<file path="src/hdl/gmp_pkg.sv">
package gmp_pkg;

    // Fixed field widths
    localparam int TOTAL_W   = 24;
    localparam int CFG_W     = 9;
    localparam int CFG_IDX_W = 2;

    // Default sizes
    localparam int DEF_MAX_ROWS  = 256;
    localparam int DEF_MAX_COLS  = 256;
    localparam int DEF_GOLD_BITS = 16;

    // Size value taken after reset
    localparam logic [CFG_W-1:0] SIZE_RESET = 9'd256;

    // Register indexes
    localparam logic [CFG_IDX_W-1:0] CFG_NUM_ROWS = 2'd0;
    localparam logic [CFG_IDX_W-1:0] CFG_NUM_COLS = 2'd1;

    localparam logic [TOTAL_W-1:0] TOTAL_MAX = '1;

    // Position flags of one cell
    typedef struct packed {
        logic first_row;
        logic last_row;
        logic first_col;
        logic last_col;
    } gmp_ctl_t;

    // Map a size register to the index of the last row or column in use
    function automatic logic [31:0] last_index(input logic [CFG_W-1:0] v,
                                               input int unsigned limit);
        logic [31:0] v32;
        v32 = 32'(v);
        if (v32 == 32'd0) begin
            return 32'd0;
        end
        else if (v32 > limit) begin
            return limit - 32'd1;
        end
        else begin
            return v32 - 32'd1;
        end
    endfunction

endpackage

</file>
<file path="src/hdl/gmp_cell_unit.sv">
module gmp_cell_unit
    import gmp_pkg::*;
#(
    parameter int ROW_W     = 8,
    parameter int GOLD_BITS = DEF_GOLD_BITS
)
(
    input  logic                 clk,
    input  logic                 rst_n,
    input  logic                 take,
    input  logic [GOLD_BITS-1:0] gold_in,
    input  logic [ROW_W-1:0]     row_in,
    input  logic [ROW_W-1:0]     row_below_in,
    input  gmp_ctl_t             ctl_in,
    input  logic                 restart,
    input  logic [TOTAL_W-1:0]   rd_here,
    input  logic [TOTAL_W-1:0]   rd_below,
    output logic                 busy,
    output logic                 wr_en,
    output logic [ROW_W-1:0]     wr_addr,
    output logic [TOTAL_W-1:0]   wr_data,
    output logic                 out_valid,
    output logic [TOTAL_W-1:0]   out_total,
    input  logic                 out_stall
);

    localparam int SUM_W = ((GOLD_BITS > TOTAL_W) ? GOLD_BITS : TOTAL_W) + 1;

    logic                 s1_valid_reg, s1_valid_next;
    logic [GOLD_BITS-1:0] s1_gold_reg;
    logic [ROW_W-1:0]     s1_row_reg;
    gmp_ctl_t             s1_ctl_reg;
    logic                 here_hit_reg, below_hit_reg;
    logic [TOTAL_W-1:0]   fwd_data_reg;
    logic [TOTAL_W-1:0]   saved_above_reg, saved_above_next;
    logic [TOTAL_W-1:0]   best_reg, best_next;
    logic                 out_valid_reg, out_valid_next;
    logic [TOTAL_W-1:0]   out_total_reg;

    logic                 s1_adv;
    logic                 emit;
    logic [TOTAL_W-1:0]   old_here, old_below, pick;
    logic [SUM_W-1:0]     sum;
    logic [TOTAL_W-1:0]   total;
    logic [TOTAL_W-1:0]   col_best;

    // Pick neighbor totals, bypassing the write that raced the read
    assign old_here  = here_hit_reg  ? fwd_data_reg : rd_here;
    assign old_below = below_hit_reg ? fwd_data_reg : rd_below;

    // Largest neighbor that lies inside the grid
    always_comb
    begin
        pick = old_here;
        if (!s1_ctl_reg.first_row && saved_above_reg > pick) begin
            pick = saved_above_reg;
        end
        if (!s1_ctl_reg.last_row && old_below > pick) begin
            pick = old_below;
        end
    end

    // Add gold and saturate
    always_comb
    begin
        if (s1_ctl_reg.first_col) begin
            sum = SUM_W'(s1_gold_reg);
        end
        else begin
            sum = SUM_W'(s1_gold_reg) + SUM_W'(pick);
        end
        if (sum > SUM_W'(TOTAL_MAX)) begin
            total = TOTAL_MAX;
        end
        else begin
            total = sum[TOTAL_W-1:0];
        end
    end

    // Running maximum over the last column
    assign col_best = (s1_ctl_reg.first_row || total > best_reg) ? total : best_reg;

    assign emit   = s1_ctl_reg.last_col && s1_ctl_reg.last_row;
    assign s1_adv = s1_valid_reg && (!emit || !out_valid_reg || !out_stall);
    assign busy   = s1_valid_reg && !s1_adv;

    assign wr_en   = s1_adv;
    assign wr_addr = s1_row_reg;
    assign wr_data = total;

    // Next control state
    always_comb
    begin
        s1_valid_next    = s1_valid_reg;
        saved_above_next = saved_above_reg;
        best_next        = best_reg;
        out_valid_next   = out_valid_reg;
        if (out_valid_reg && !out_stall) begin
            out_valid_next = 1'b0;
        end
        if (s1_adv) begin
            s1_valid_next    = 1'b0;
            saved_above_next = s1_ctl_reg.last_row ? '0 : old_here;
            if (s1_ctl_reg.last_col) begin
                best_next = col_best;
            end
            if (emit) begin
                best_next      = '0;
                out_valid_next = 1'b1;
            end
        end
        if (take) begin
            s1_valid_next = 1'b1;
        end
        if (restart) begin
            saved_above_next = '0;
            best_next        = '0;
        end
    end

    // Advance control state
    always_ff @(posedge clk or negedge rst_n)
    begin
        if (!rst_n) begin
            s1_valid_reg    <= 1'b0;
            saved_above_reg <= '0;
            best_reg        <= '0;
            out_valid_reg   <= 1'b0;
        end
        else begin
            s1_valid_reg    <= s1_valid_next;
            saved_above_reg <= saved_above_next;
            best_reg        <= best_next;
            out_valid_reg   <= out_valid_next;
        end
    end

    // Load the cell word and note forwarding hits
    always_ff @(posedge clk)
    begin
        if (take) begin
            s1_gold_reg   <= gold_in;
            s1_row_reg    <= row_in;
            s1_ctl_reg    <= ctl_in;
            here_hit_reg  <= wr_en && (wr_addr == row_in);
            below_hit_reg <= wr_en && (wr_addr == row_below_in);
            fwd_data_reg  <= wr_data;
        end
    end

    // Load the result word
    always_ff @(posedge clk)
    begin
        if (s1_adv && emit) begin
            out_total_reg <= col_best;
        end
    end

    assign out_valid = out_valid_reg;
    assign out_total = out_total_reg;

endmodule

</file>
<file path="config.mk">
export PLATFORM = sky130hd
export DESIGN_NAME = gmp_cell_unit
export DESIGN_NICKNAME = d
export VERILOG_FILES = /design/src/hdl/gmp_pkg.sv /design/src/hdl/gmp_cell_unit.sv
export SDC_FILE = /design/constraint.sdc
export NUM_CORES = 1
export LEC_CHECK = 0
export BUFFER_PORTS_ARGS = -buffer_cell sky130_fd_sc_hd__clkbuf_2
export CORE_MARGIN = 2
export CORE_UTILIZATION = 58
export DETAILED_ROUTE_END_ITERATION = 8
export HOLD_SLACK_MARGIN = 0.05
export PLACE_DENSITY = 0.9
export SETUP_SLACK_MARGIN = 0.05
export SLEW_MARGIN = 5
export SYNTH_ARGS = -nofsm -noshare
export SYNTH_HDL_FRONTEND = slang
export SYNTH_SLANG_ARGS = --single-unit
</file>
<file path="constraint.sdc">
create_clock -name clk -period 11.4 [get_ports clk]
set_input_delay 0.57 -clock clk [delete_from_list [all_inputs] [get_ports clk]]
set_output_delay 0.57 -clock clk [all_outputs]
set_load 0.02 [all_outputs]
</file>
==> impl_metrics.yaml, run 1 <==
status:
  status: "complete, no violations"
cts:
  cts_buffers: 17
  cts_buffer_depth: 2
  clkSinkCount: 128
  cts_hold_buf: 0
  clk_pin_slew_worst_paths_ns: 0.06
  clk_latency_ns: 0.44
  clockRootBuffer: "clkbuf_16"
  cts_tree: "built"
  h-tree-depth: 4
timing:
  finalHoldViolCount: 0
  min_period_ns: 10.89
  max_clock_freq_ghz: 0.09183
  setup_viol: 0
  fin_crit_sh: 0.9553
  skew_ns: 0.01063
  relSlewSlack: 0.2173
  hold_ws_ns: 0.2490
  tightest_slew_ns: 1.174
  drv_slew: 0
power:
  ir_drop_uv: 132.4
  leakage_nw: 4.635
  switching_power_w: 0.0007335
  power.share.switching: 0.3832
  power_density_mw_per_mm2: 182.1
  pwr-share-seq: 0.310
  intPower_w: 0.001181
  p_clk_frac: 0.287
  power_frac_comb: 0.403
floorplan:
  die_h_um: 127.7
  start_util: 0.5885
  ioPinCount: 148
  die-area_mm2: 0.01632
  coreArea_mm2: 0.01509
  rows: 45
  die_w_um: 127.7
critical_path:
  cp-endpoint: "out_total[15]"
  ff2ff_setup_slack_ns: 0.51
  cpPeakStageDelay_ns: 0.62
  critPathKind: "reg -> reg"
  slowest_stage: "or4_1"
  reg2reg_depth: 41
  critPathLaunchType: "register"
  arrival_ns: 11.08
  r2r_end: "out_total[15]"
  reg2reg_from: "here_hit_reg"
  worstPathMaxFanout: 30
  critPathLaunch: "here_hit_reg"
  worst_ep_required_time_ns: 11.59
  crit_path_end_kind: "register"
min_path:
  hold_class: "in -> async"
yosys:
  async_reset_ff_frac: 0.3906
  yosysTopAreaCell: "edfxtp_1"
  avgSynthCellArea_um2: 10.06
  netlist_area_mm2: 0.008880
  synthTopCellsByCount: "nand2_1, ha_1, o21ai_0"
  yosysTopAreaCellShare: 0.2638
  yosysMostFrequentCell: "nand2_1"
  syn_nets: 1061
  synth_edf_count: 78
  yosysWarnings: 0
  yosysSeqAreaShare: 0.4047
  synth_area_leaders: "edfxtp_1, dfrtp_1, ha_1"
  ys_seq_elements: 128
  synth-main-ff-cell: "edfxtp_1"
  synth_cells: 883
  netlist-cell-type-count: 66
layout:
  drive_above_1_share: 0.2557
  antennaDiodeCount: 0
  layout.nets: 1213
  syn_to_final_growth_pct: 18.36
  instances_no_fill: 1236
  final_util: 0.6965
detailed_routing:
  dr.pass1.iters: 6
  via_per_inst: 6.419
  initialDrtViolationCount: 1017
  detail-route-antenna-nets: 0
  wl_um: 25900
  vias: 7934
  wl_per_cell_um: 20.95
  drcViolationCount: 0
placement:
  dp_hpwl_um: 19160
  dp_cells: 1200
  gp_congestion: 0.9996
  portBuffers: 147
global_route:
  antenna_found_initial: 1
  grt_pass1_wl_um: 39590
  grt_overflow_total: 0
  grt_max_degree: 56
  grt_pass1_vias: 7512
  groute.usage.overall: 0.3190
job:
  drv_cap: 0
## how the worst min path moves through the flow
stage               depth (start not counted)                  end                start
floorplan                                   0          best_reg[0]                rst_n
global placement                            2  saved_above_reg[12]  saved_above_reg[12]
detailed placement                          1            out_valid            out_valid
CTS                                         2         best_reg[13]                rst_n
global route                                1      s1_gold_reg[10]          gold_in[10]
finish                                      2         best_reg[13]                rst_n
## routing by layer
layer | part of all wire | vias up | wire, um | track usage
met5 | 0.00050 | - | 13 | 0
met4 | 0.033 | 2 | 861 | 0.1228
met3 | 0.10 | 86 | 2652 | 0.08347
met2 | 0.45 | 463 | 11660 | 0.4885
met1 | 0.41 | 3768 | 10700 | 0.4372
li1 | - | 3615 | - | -
## metrics by stage
step,worst slack (ns),instance area (um^2),total power [W],setup TNS [ns]
floorplan,0.4878,8880,0.001101,0
global placement,0.3264,9846,0.001313,0
detailed placement,0.1936,9846,0.001334,0
CTS,0.09430,10430,0.001887,0
global route,-0.02595,10510,0.001998,-0.1479
finish,0.5101,10510,0.001914,0
## layout by cell type (no fill, tap or decap), types with 5 or more instances in the layout
cell	synthesis	final
a31oi_1	7	7
o21a_1	7	7
ha_1	88	88
nand2b_1	5	5
a22o_1	22	22
inv_1	36	36
o21ai_2	6	5
nor3_1	13	13
edfxtp_1	78	78
nand4_1	24	24
mux2_2	41	41
dfrtp_1	50	50
a21o_1	14	14
clkbuf_16	0	17
o211ai_1	5	5
xor2_1	7	7
and3_1	5	5
mux2i_1	34	31
a211oi_1	6	6
a21oi_1	42	40
buf_4	0	19
xnor2_1	26	26
nor2_1	50	48
nand3_1	17	17
nand2_1	105	105
clkbuf_2	0	147
o21ai_0	86	86
## what timing repair did
action / in CTS / in global routing
gates resized for setup: 0 / 7
endpoints found under the setup margin: 0 / 48
buffers inserted: 0 / 3
## kinds of logic after synthesis
| group | Yosys count | synth area share |
|---|---|---|
| flops | 128 | 0.4047 |
| buf+inv | 73 | 0.03438 |
| fa+ha+maj | 89 | 0.1263 |
| mux | 75 | 0.09032 |
| compound gates | 245 | 0.1899 |
| simple gates | 240 | 0.1219 |
| xor+xnor | 33 | 0.03255 |
## power groups by stage
stage,clock network (W),registers (W),logic [W]
floorplan,0,0.000596,0.000505
global placement,0,0.000597,0.000716
global route,0.000570,0.000596,0.000832
finish,0.000550,0.000592,0.000772
detailed placement,0,0.000598,0.000736
CTS,0.000548,0.000590,0.000749
## critical path: cells and delay by family (launching register included)
kind                     cells  cell delay (ns)
AO/OA/AOI/OAI               21             4.61
buffers and inverters        4             1.19
XOR/XNOR                     1             0.15
adder cells (fa/ha/maj)      4             1.40
flip-flops                   1             0.32
multiplexers                 2             0.82
AND/OR/NAND/NOR              9             2.11
## final cells by class
| cell class | count | area (um^2) |
|---|---|---|
| inverter | 37 | 138.9 |
| tap | 188 | 235.2 |
| fill | 1077 | 4579 |
| multi-input combinational | 683 | 5037 |
| timing repair buffer | 168 | 918.4 |
| clock inverter | 14 | 157.7 |
| sequential | 128 | 3593 |
| clock buffer | 18 | 429.2 |
Power figures use the tool's default switching activity.
==> inputs of run 2 (changes only) <==
Settings changed: CORE_ASPECT_RATIO set to 0.5.
==> run 2 against run 1 <==
- clock skew up 0.0047 ns
- sequential share of layout area up 0.20 points
- via count up 0.87%
- total power down 0.38%
- global-route usage up 2.0 points
- wire length up 5.0%
==> impl_metrics.yaml, run 2 (synthesis gave the netlist of run 1 again) <==
critical_path:
  crit_path_end_kind: "register"
  arrival_ns: 11.24
  worstPathMaxFanout: 55
  critPathLaunchType: "register"
  critPathKind: "reg -> reg"
  worst_ep_required_time_ns: 11.69
  path_buf_inv: 5
  crit_family: "compound AO/OA/AOI/OAI gates"
  ff2ff_setup_slack_ns: 0.45
  slowest_stage: "or4b_1"
  cpPeakStageDelay_ns: 0.58
layout:
  layout.cells.most_common: "clkbuf_2"
  final_cell_mix: "clkbuf_2, nand2_1, ha_1, o21ai_0, edfxtp_1"
  drive_above_1_share: 0.2529
  layout.nets: 1205
  fillers: 1026
  syn_to_final_growth_pct: 17.66
floorplan:
  die_w_um: 179.0
  start_util: 0.6041
  ioPinCount: 148
  die-area_mm2: 0.01638
  rows: 31
  die_h_um: 91.50
  coreArea_mm2: 0.01470
global_route:
  grt_overflow_total: 0
  groute.usage.overall: 0.3388
  antenna_found_initial: 1
  grt_pass1_vias: 7734
  grt_max_degree: 56
  grt_pass1_wl_um: 41810
placement:
  gp_congestion: 0.9642
  dp_hpwl_um: 20110
  portBuffers: 147
  post-place-ws_ns: 0.3959
cts:
  h-tree-depth: 4
  cts_tree: "built"
  cts_buffers: 17
  clk_pin_slew_worst_paths_ns: 0.07
  cts_buffer_depth: 2
  clockRootBuffer: "clkbuf_16"
  postCtsSetupRepairBufs: 0
  clk_latency_ns: 0.43
  clkSinkCount: 128
detailed_routing:
  detail-route-antenna-nets: 0
  wl_um: 27190
  via_per_inst: 6.459
  drcViolationCount: 0
  initialDrtViolationCount: 902
  vias: 8003
  dr.pass1.iters: 8
  wl_per_cell_um: 21.94
timing:
  grt_setup_unrepaired: "false"
  fin_tns_setup_ns: 0
  finalHoldViolCount: 0
  fin_crit_sh: 0.9609
  tightest_slew_ns: 1.178
  drv_slew: 0
  hold_ws_ns: 0.2675
  setup_viol: 0
  max_clock_freq_ghz: 0.09129
  relSlewSlack: 0.2144
  skew_ns: 0.01537
  fin_ws_ns: 0.4461
  min_period_ns: 10.95
status:
  status: "complete, no violations"
min_path:
  hold_class: "in -> async"
power:
  power_density_mw_per_mm2: 182.5
  leakage_nw: 4.613
  ir_drop_uv: 122.5
job:
  drv_cap: 0
==> run 2: cell types whose count changed in the layout (fill, tap and decap cells not counted), moves of 2 or more <==
cell,delta
o21ai_0,-5
clkinv_2,+3
a2bb2oi_2,+2
buf_4,-7
a2bb2oi_1,-2
o21ai_1,+5
==> run 2: worst register-to-register path, delay by kind of cell, from the launching register on <==
| family | cells | cell delay [ns] |
|---|---|---|
| compound gates | 21 | 4.89 |
| xor+xnor | 1 | 0.16 |
| fa+ha+maj | 4 | 1.22 |
| buf+inv | 5 | 1.34 |
| flops | 1 | 0.34 |
| mux | 1 | 0.37 |
| simple gates | 10 | 2.47 |
==> run 2: where the power goes <==
part | switching, W | internal (W) | leakage [nW]
Sequential | 0.0000406 | 0.000557 | 1.44
Combinational | 0.000482 | 0.000295 | 2.90
Clock | 0.000230 | 0.000302 | 0.279
==> run 2: metal layers <==
layer / track usage / share of wire
met5: 0 / 0
met4: 0.09282 / 0.020
met3: 0.1315 / 0.13
met2: 0.4808 / 0.42
met1: 0.4786 / 0.43
==> run 2: final cells by class <==
| class | count | area (um^2) | area share |
|---|---|---|---|
| antenna | 1 | 2.502 | 0.0002395 |
| clock buffer | 17 | 425.4 | 0.04072 |
| clock inverter | 15 | 135.1 | 0.01293 |
| inverter | 37 | 138.9 | 0.01329 |
| multi-input combinational | 682 | 5047 | 0.4831 |
| sequential | 128 | 3593 | 0.3440 |
| tap | 198 | 247.7 | 0.02371 |
| timing repair buffer | 161 | 857.1 | 0.08204 |
==> run 2: final timing paths <==
| check | end | depth (start not counted) | from |
|---|---|---|---|
| setup / recovery | best_reg[22] | 42 | here_hit_reg |
| hold / removal | best_reg[12] | 2 | rst_n |
| setup reg to reg | best_reg[22] | 42 | here_hit_reg |
| hold reg to reg | saved_above_reg[13] | 2 | saved_above_reg[13] |
| max in group asynchronous | saved_above_reg[0] | 2 | rst_n |
| min in group clk | s1_gold_reg[14] | 1 | gold_in[14] |
==> run 2: what timing repair did <==
action                                  in CTS  in global routing
hold buffers                                 0                  0
endpoints found under the setup margin       0                 48
gates resized for setup                      0                 16
==> run 2: stage by stage <==
stage	util	power [W]	std cells	instance area, um^2
after floorplan	-	0.001101	883	8880
after global placement	0.6686	0.001316	1206	9828
after detailed placement	0.6686	0.001334	1206	9828
after CTS	0.7067	0.001867	1238	10390
after global routing	0.7105	0.001984	1238	10450
final	0.7107	0.001907	1239	10450
